[src/hdl/tgc_pkg.sv]
// Shared types, constants and axis scaling functions for the touch gesture classifier.
package tgc_pkg;

  localparam int RAW_W = 12;
  localparam int X_W   = 11;
  localparam int Y_W   = 10;
  localparam int THR_W = 8;
  localparam int GES_W = 3;

  localparam logic [THR_W-1:0] THR_RESET = THR_W'(20);

  localparam int SCREEN_WIDTH  = 800;
  localparam int RAW_X_SPAN    = 1024;
  localparam int SCREEN_HEIGHT = 480;
  localparam int RAW_Y_SPAN    = 600;

  // Scaling by a constant ratio is a multiply by a rounded-up reciprocal.
  // With 2^SHIFT above the largest raw value times the span, the truncated
  // product equals the truncating division for every raw value.
  localparam int X_SHIFT = RAW_W + $clog2(RAW_X_SPAN);
  localparam longint unsigned X_MULT =
    ((longint'(SCREEN_WIDTH) << X_SHIFT) + longint'(RAW_X_SPAN) - 1) / RAW_X_SPAN;
  localparam int X_MULT_W = $clog2(X_MULT + 1);
  localparam int X_PROD_W = RAW_W + X_MULT_W;

  localparam int Y_SHIFT = RAW_W + $clog2(RAW_Y_SPAN);
  localparam longint unsigned Y_MULT =
    ((longint'(SCREEN_HEIGHT) << Y_SHIFT) + longint'(RAW_Y_SPAN) - 1) / RAW_Y_SPAN;
  localparam int Y_MULT_W = $clog2(Y_MULT + 1);
  localparam int Y_PROD_W = RAW_W + Y_MULT_W;

  typedef enum logic [1:0] {
    OP_IGNORE = 2'd0,
    OP_RAW_X  = 2'd1,
    OP_RAW_Y  = 2'd2,
    OP_BUTTON = 2'd3
  } opcode_t;

  localparam logic [RAW_W-1:0] BTN_RELEASED = RAW_W'(0);
  localparam logic [RAW_W-1:0] BTN_PRESSED  = RAW_W'(1);

  typedef enum logic [GES_W-1:0] {
    G_TAP   = 3'd0,
    G_UP    = 3'd1,
    G_DOWN  = 3'd2,
    G_LEFT  = 3'd3,
    G_RIGHT = 3'd4
  } gesture_t;

  typedef struct packed {
    logic signed [X_W-1:0] x;
    logic signed [Y_W-1:0] y;
  } point_t;

  localparam point_t NO_POINT = '{x: '1, y: '1};

  function automatic logic signed [X_W-1:0] scale_x(input logic [RAW_W-1:0] raw);
    logic [X_PROD_W-1:0] prod;
    logic [X_PROD_W-1:0] quo;
    prod = {{X_MULT_W{1'b0}}, raw} * X_PROD_W'(X_MULT);
    quo  = prod >> X_SHIFT;
    if (quo > X_PROD_W'(SCREEN_WIDTH - 1)) begin
      scale_x = X_W'(SCREEN_WIDTH - 1);
    end else begin
      scale_x = quo[X_W-1:0];
    end
  endfunction

  function automatic logic signed [Y_W-1:0] scale_y(input logic [RAW_W-1:0] raw);
    logic [Y_PROD_W-1:0] prod;
    logic [Y_PROD_W-1:0] quo;
    prod = {{Y_MULT_W{1'b0}}, raw} * Y_PROD_W'(Y_MULT);
    quo  = prod >> Y_SHIFT;
    if (quo > Y_PROD_W'(SCREEN_HEIGHT - 1)) begin
      scale_y = Y_W'(SCREEN_HEIGHT - 1);
    end else begin
      scale_y = quo[Y_W-1:0];
    end
  endfunction

endpackage

[src/hdl/tgc_track.sv]
// Current and start point registers, updated by processed coordinate and button events.
module tgc_track (
  input  logic                          clk,
  input  logic                          rst,
  input  logic                          go,
  input  tgc_pkg::opcode_t              op,
  input  logic [tgc_pkg::RAW_W-1:0]     value,
  output tgc_pkg::point_t               cur,
  output tgc_pkg::point_t               start,
  output logic                          release_evt
);

  tgc_pkg::point_t cur_next;
  tgc_pkg::point_t start_next;

  always_comb begin
    cur_next    = cur;
    start_next  = start;
    release_evt = 1'b0;
    if (go) begin
      unique case (op)
        tgc_pkg::OP_RAW_X: cur_next.x = tgc_pkg::scale_x(value);
        tgc_pkg::OP_RAW_Y: cur_next.y = tgc_pkg::scale_y(value);
        tgc_pkg::OP_BUTTON: begin
          if (value == tgc_pkg::BTN_PRESSED) begin
            start_next = cur;
          end else if (value == tgc_pkg::BTN_RELEASED) begin
            // The result is taken from the old point; both points then clear.
            release_evt = 1'b1;
            cur_next    = tgc_pkg::NO_POINT;
            start_next  = tgc_pkg::NO_POINT;
          end
        end
        default: ;
      endcase
    end
  end

  always_ff @(posedge clk) begin
    if (rst) begin
      cur   <= tgc_pkg::NO_POINT;
      start <= tgc_pkg::NO_POINT;
    end else begin
      cur   <= cur_next;
      start <= start_next;
    end
  end

endmodule

[src/hdl/tgc_classify.sv]
// Gesture decision from the start and end points and the tap threshold.
module tgc_classify (
  input  tgc_pkg::point_t               cur,
  input  tgc_pkg::point_t               start,
  input  logic [tgc_pkg::THR_W-1:0]     threshold,
  output tgc_pkg::gesture_t             gesture
);

  logic signed [tgc_pkg::X_W:0]   dx;
  logic signed [tgc_pkg::Y_W:0]   dy;
  logic [tgc_pkg::X_W:0]          dx_mag;
  logic [tgc_pkg::Y_W:0]          dy_mag;
  logic [tgc_pkg::X_W-1:0]        ax;
  logic [tgc_pkg::Y_W-1:0]        ay;
  logic                           is_tap;

  always_comb begin
    dx = {cur.x[tgc_pkg::X_W-1], cur.x} - {start.x[tgc_pkg::X_W-1], start.x};
    dy = {cur.y[tgc_pkg::Y_W-1], cur.y} - {start.y[tgc_pkg::Y_W-1], start.y};
    dx_mag = dx[tgc_pkg::X_W] ? -dx : dx;
    dy_mag = dy[tgc_pkg::Y_W] ? -dy : dy;
    // Deltas never exceed the screen size, so one bit less holds the magnitude.
    ax = dx_mag[tgc_pkg::X_W-1:0];
    ay = dy_mag[tgc_pkg::Y_W-1:0];
    is_tap = (ax < tgc_pkg::X_W'(threshold)) && (ay < tgc_pkg::Y_W'(threshold));

    if (is_tap) begin
      gesture = tgc_pkg::G_TAP;
    end else if (ax > tgc_pkg::X_W'(ay)) begin
      gesture = (!dx[tgc_pkg::X_W] && dx != '0) ? tgc_pkg::G_RIGHT : tgc_pkg::G_LEFT;
    end else begin
      gesture = (!dy[tgc_pkg::Y_W] && dy != '0) ? tgc_pkg::G_DOWN : tgc_pkg::G_UP;
    end
  end

endmodule

[src/hdl/touch_gesture_classifier.sv]
// Touch gesture classifier: one item per cycle unless a result waits untaken. An accepted item
// sits in the input register; the processing step scales it, updates the point registers and,
// for a release, loads the result register, which then offers the result. Throughput is one
// item per cycle while results drain. Synchronous reset empties both registers, sets all
// points to -1 and the threshold to 20.
module touch_gesture_classifier (
  input  logic                          clk,
  input  logic                          rst,
  input  logic                          in_valid,
  output logic                          in_ready,
  input  logic [1:0]                    opcode,
  input  logic [tgc_pkg::RAW_W-1:0]     event_value,
  output logic                          out_valid,
  input  logic                          out_ready,
  output logic [tgc_pkg::GES_W-1:0]     gesture,
  output logic signed [tgc_pkg::X_W-1:0] end_x,
  output logic signed [tgc_pkg::Y_W-1:0] end_y,
  input  logic                          cfg_we,
  input  logic [tgc_pkg::THR_W-1:0]     cfg_data
);

  // Input register: holds one item until the processing step may run.
  logic                          in_vld;
  tgc_pkg::opcode_t              in_op;
  logic [tgc_pkg::RAW_W-1:0]     in_val;

  logic [tgc_pkg::THR_W-1:0]     tap_threshold;

  // The processing step runs whenever an item is held and the result register
  // is free or being emptied in this cycle.  Items that give no result take
  // the same path, which keeps the handshake simple and still one per cycle.
  logic                          go;
  logic                          release_evt;
  tgc_pkg::point_t               cur;
  tgc_pkg::point_t               start;
  tgc_pkg::gesture_t             ges;

  assign go       = in_vld && (!out_valid || out_ready);
  assign in_ready = !in_vld || go;

  always_ff @(posedge clk) begin
    if (rst) begin
      in_vld <= 1'b0;
    end else if (in_ready) begin
      in_vld <= in_valid;
    end
  end

  always_ff @(posedge clk) begin
    if (in_ready && in_valid) begin
      in_op  <= tgc_pkg::opcode_t'(opcode);
      in_val <= event_value;
    end
  end

  // The user must rewrite the threshold only while the block is idle; the block does not enforce it.
  always_ff @(posedge clk) begin
    if (rst) begin
      tap_threshold <= tgc_pkg::THR_RESET;
    end else if (cfg_we) begin
      tap_threshold <= cfg_data;
    end
  end

  tgc_track u_track (
    .clk         (clk),
    .rst         (rst),
    .go          (go),
    .op          (in_op),
    .value       (in_val),
    .cur         (cur),
    .start       (start),
    .release_evt (release_evt)
  );

  tgc_classify u_classify (
    .cur       (cur),
    .start     (start),
    .threshold (tap_threshold),
    .gesture   (ges)
  );

  // Result register: a release loads it from the points as they stood before
  // the release cleared them.
  always_ff @(posedge clk) begin
    if (rst) begin
      out_valid <= 1'b0;
    end else if (go && release_evt) begin
      out_valid <= 1'b1;
    end else if (out_ready) begin
      out_valid <= 1'b0;
    end
  end

  always_ff @(posedge clk) begin
    if (go && release_evt) begin
      gesture <= ges;
      end_x   <= cur.x;
      end_y   <= cur.y;
    end
  end

endmodule

[config.mk]
export PLATFORM = sky130hd
export DESIGN_NAME = touch_gesture_classifier
export DESIGN_NICKNAME = d
export VERILOG_FILES = /design/src/hdl/tgc_pkg.sv /design/src/hdl/tgc_track.sv /design/src/hdl/tgc_classify.sv /design/src/hdl/touch_gesture_classifier.sv
export SDC_FILE = /design/constraint.sdc
export NUM_CORES = 1
export LEC_CHECK = 0
export ABC_AREA = 1
export BUFFER_PORTS_ARGS = -buffer_cell sky130_fd_sc_hd__buf_2
export CORE_MARGIN = 2
export CORE_UTILIZATION = 45
export CTS_CLUSTER_SIZE = 8
export DETAILED_ROUTE_END_ITERATION = 6
export SYNTH_ARGS = -nofsm -noshare
export SYNTH_HDL_FRONTEND = slang
export SYNTH_SLANG_ARGS = --single-unit
[constraint.sdc]
create_clock -name clk -period 7.4 [get_ports clk]
set_clock_uncertainty 0.2 [all_clocks]
set_input_delay 1.48 -clock clk [delete_from_list [all_inputs] [get_ports clk]]
set_output_delay 1.48 -clock clk [all_outputs]
set_load 0.02 [all_outputs]
==> summary.md <==
| Metric | Value |
|---|---|
| Flop pwr share | `0.164` |
| Slowest library cell on the worst path | `fa_1` |
| Pint | `about 1.6 mW` |
| Post-synth top flop | `dfxtp_1` |
| Largest net degree at the start of global routing | `30` |
| CTS tree | `yes` |
| CP Class | `reg -> reg` |
| DR vias | `~8500` |
| Crit start category | `register` |
| Worst Tran Pin Value | `between 0.9 and 1 ns` |
| Max FO, Critical Path | `7` |
| Clock power frac | `0.153` |
| Most frequent cells in the layout | `346 x nand2_1, 303 x inv_1, 157 x ha_1` |
| Nets | `between 1500 and 2000` |
| 1st-pass router iterations | `5` |
| Outcome | `finished, final reports clean` |
| DP Wirelength | `20150 um` |
| Number of synthesized register bits | `90` |
| Die span in x | `roughly 150 um` |
| Largest area contributor in the synthesized netlist | `ha_1` |
| Share of layout cells above drive strength 1 | `0.08176` |
| CORE AREA | `between 20000 and 25000 sq um` |
| I/O Buffers | `52` |
| Most frequent cell on the critical path | `nand2_1` |
| Via density | `between 4 and 5` |
| Post-Place Cell Area | `between 10000 and 15000 sq um` |
| Design area | `approximately 11000 sq um` |
| FF-to-FF End | `u_track.cur[8]` |
| Dpl cells | `roughly 1700` |
| R2R depth | `26` |
| Net Switching | `between 1.5 and 2 mW` |
| Commonest non-fill, non-tap cell in the layout | `nand2_1` |
| Setup ws final | `approximately 2 ns` |
| Die span in y | `~150 um` |
| Post-synthesis sequential area ratio | `0.2170` |
| EDFF count, synth | `38` |
| Post-synth top area share | `0.1954` |
| R2R setup slack | `between 1.5 and 2 ns` |
| Finished Layout Cells | `1711` |
| Gp weighted congestion | `between 0.9 and 1` |
| Remaining DRCs | `0` |
| First-pass GRT wire length | `about 41000 um` |
| Mapped Area | `10050 sq um` |
| Num CTS Buffers | `9` |
| Combinational Power Share | `0.683` |
| Synth async-reset ratio | `0` |
| Total track usage | `0.2144` |
| Antenna cells | `0` |
| Max Slew Vio Count | `0` |
| Max Clock Freq | `between 150 and 200 MHz` |
| Max stage delay on crit path | `approximately 0.55 ns` |
| Worst vdd rail ir drop | `roughly 0.23 mV` |
| Util after Layout | `0.4989` |
| Tot Pwr | `about 3.4 mW` |
| I/O pin count | `53` |
| Final ANT Viol Nets | `0` |
| Pre-CTS WS | `between 2 and 2.5 ns` |
| Setup Viol. Count Final | `0` |
| Clock Path Buffers | `2` |
| Leak pwr | `6.128 nW` |
| Layout area overhead | `8.623%` |
| RSZ-0062 raised after global routing | `false` |
| Switching Share | `0.5112` |
| Worst path arrival time | `5.46 ns` |
| Clock Latency Late Sink | `~0.36 ns` |
| Hold buffer count at CTS | `0` |
| Synth Area per Inst | `about 7.3 sq um` |
| Setup Buffers After CTS | `0` |
| Fin crit period | `5.404 ns` |
| Synth Net Count | `1615` |
| Max-cap viol count | `0` |
| Crit path capture type | `register` |
| Routed WL | `23880 um` |
| Worst Min Path Start | `u_track.start[13]` |
| Initial drt markers | `about 360` |
| Hold Violations, Final | `0` |
| Worst hold margin | `around 0.29 ns` |
| Pwr dens | `308.2 nW/um^2` |
| Hold Path Cell Cnt | `2` |
| DIE AREA | `around 24000 sq um` |
| Clk slew on worst S/H paths | `about 0.080 ns` |
| Sink Count | `90` |
| Ys Warns | `0` |
| Clock Root Buffer | `clkbuf_16` |
| Final worst-path cycle share | `0.7302` |
| Worst Hold End | `u_track.start[13]` |
| Initial cell density of the core | `0.4593` |
| # resized after CTS | `0` |
| Rows | `between 50 and 60` |
| Vias in the first global route | `approximately 8400` |
| Most area-consuming cells after synthesis | `ha_1 20%, nand2_1 13%, edfxtp_1 11%` |
| Max_slew headroom | `0.3637` |
| GRT Residual Overflow | `0` |
| Post-synthesis cell type count | `46` |
| Cells after Synth | `1378` |
| Critical path required time | `7.45 ns` |
| Setup TNS | `0 ns` |
| Hold crit path type | `reg -> reg` |
| Post-DR wirelength/cell | `13.95 um` |
| R2r startpoint | `in_val[6]` |
| Initial antenna violation count | `0` |
| H-tree lvl count | `3` |
## critical path: cells and delay by family (launching register included)
kind | cells | cell delay [ns]
AO/OA/AOI/OAI | 1 | 0.14
adder cells (fa/ha/maj) | 6 | 2.76
buffers and inverters | 6 | 0.43
flip-flops | 1 | 0.48
AND/OR/NAND/NOR | 13 | 1.26
## Yosys cell counts, types with 4 or more instances
| cell | count |
|---|---|
| inv_1 | 303 |
| o21ai_0 | 28 |
| fa_1 | 53 |
| nor3_1 | 11 |
| o22ai_1 | 21 |
| edfxtp_1 | 38 |
| nand3_1 | 62 |
| a21oi_1 | 79 |
| nand3b_1 | 6 |
| o21bai_1 | 6 |
| nor2_2 | 4 |
| o21ai_1 | 9 |
| ha_1 | 157 |
| or2_2 | 4 |
| nand4_1 | 22 |
| nor2_1 | 73 |
| nand2_2 | 16 |
| dfxtp_1 | 52 |
| xor2_1 | 21 |
| nand3_2 | 6 |
| nand2_1 | 346 |
| clkbuf_1 | 11 |
| inv_2 | 6 |
| xnor2_1 | 10 |
## final cells by class
type / instances / area, sq um
fillers: 2230 / 10970
multi-input cells: 961 / 6625
flip-flops and latches: 90 / 2182
inverters: 309 / 1160
well taps: 280 / 350.3
repair buffers: 55 / 282.8
clock buffers: 11 / 254.0
clock inverters: 5 / 67.56
## sequential cells by signal, indices dropped and copies added (netlist names), 2 cells and up
register / cells
in_val: 12
tap_threshold: 8
u_track.start: 21
gesture: 3
u_track.cur: 21
end_x: 11
end_y: 10
in_op: 2
## cell families after synthesis
family                     Yosys count  share of synthesized area
AOI/OAI and AO/OA                  158                    0.08649
xor gates and xnor gates            31                    0.02700
adders and majority gates          210                     0.3009
buffers and inverters              327                     0.1246
DFF                                 90                     0.2170
and+or+nand+nor                    562                     0.2440
## routing by layer
layer / global-route usage / share of wire
met1: 0.2883 / 0.48
met2: 0.3652 / 0.46
met3: 0.02382 / 0.034
met4: 0.06204 / 0.021
met5: 0 / 0
## worst max-delay path by stage
stage | start | end | slack, ns | depth (start not counted)
after floorplan | in_val[6] | u_track.cur[5] | 2.52 | 26
final | in_val[6] | u_track.cur[8] | 2.00 | 26
after CTS | in_val[6] | u_track.cur[8] | 2.02 | 26
after global routing | in_val[6] | u_track.cur[8] | 1.55 | 26
after detailed placement | in_val[6] | u_track.cur[5] | 2.05 | 22
after global placement | in_val[6] | u_track.cur[5] | 2.13 | 22
## power by group through the flow
stage	clock (mW)	sequential, mW	combinational (mW)
2_1_floorplan	0	0.556	1.78
3_3_place_gp	0	0.563	2.28
3_5_place_dp	0	0.564	2.28
4_1_cts	0.528	0.553	2.30
5_1_grt	0.544	0.555	2.66
6_report	0.515	0.552	2.30
No activity file was read; power rests on OpenSTA's default activity.
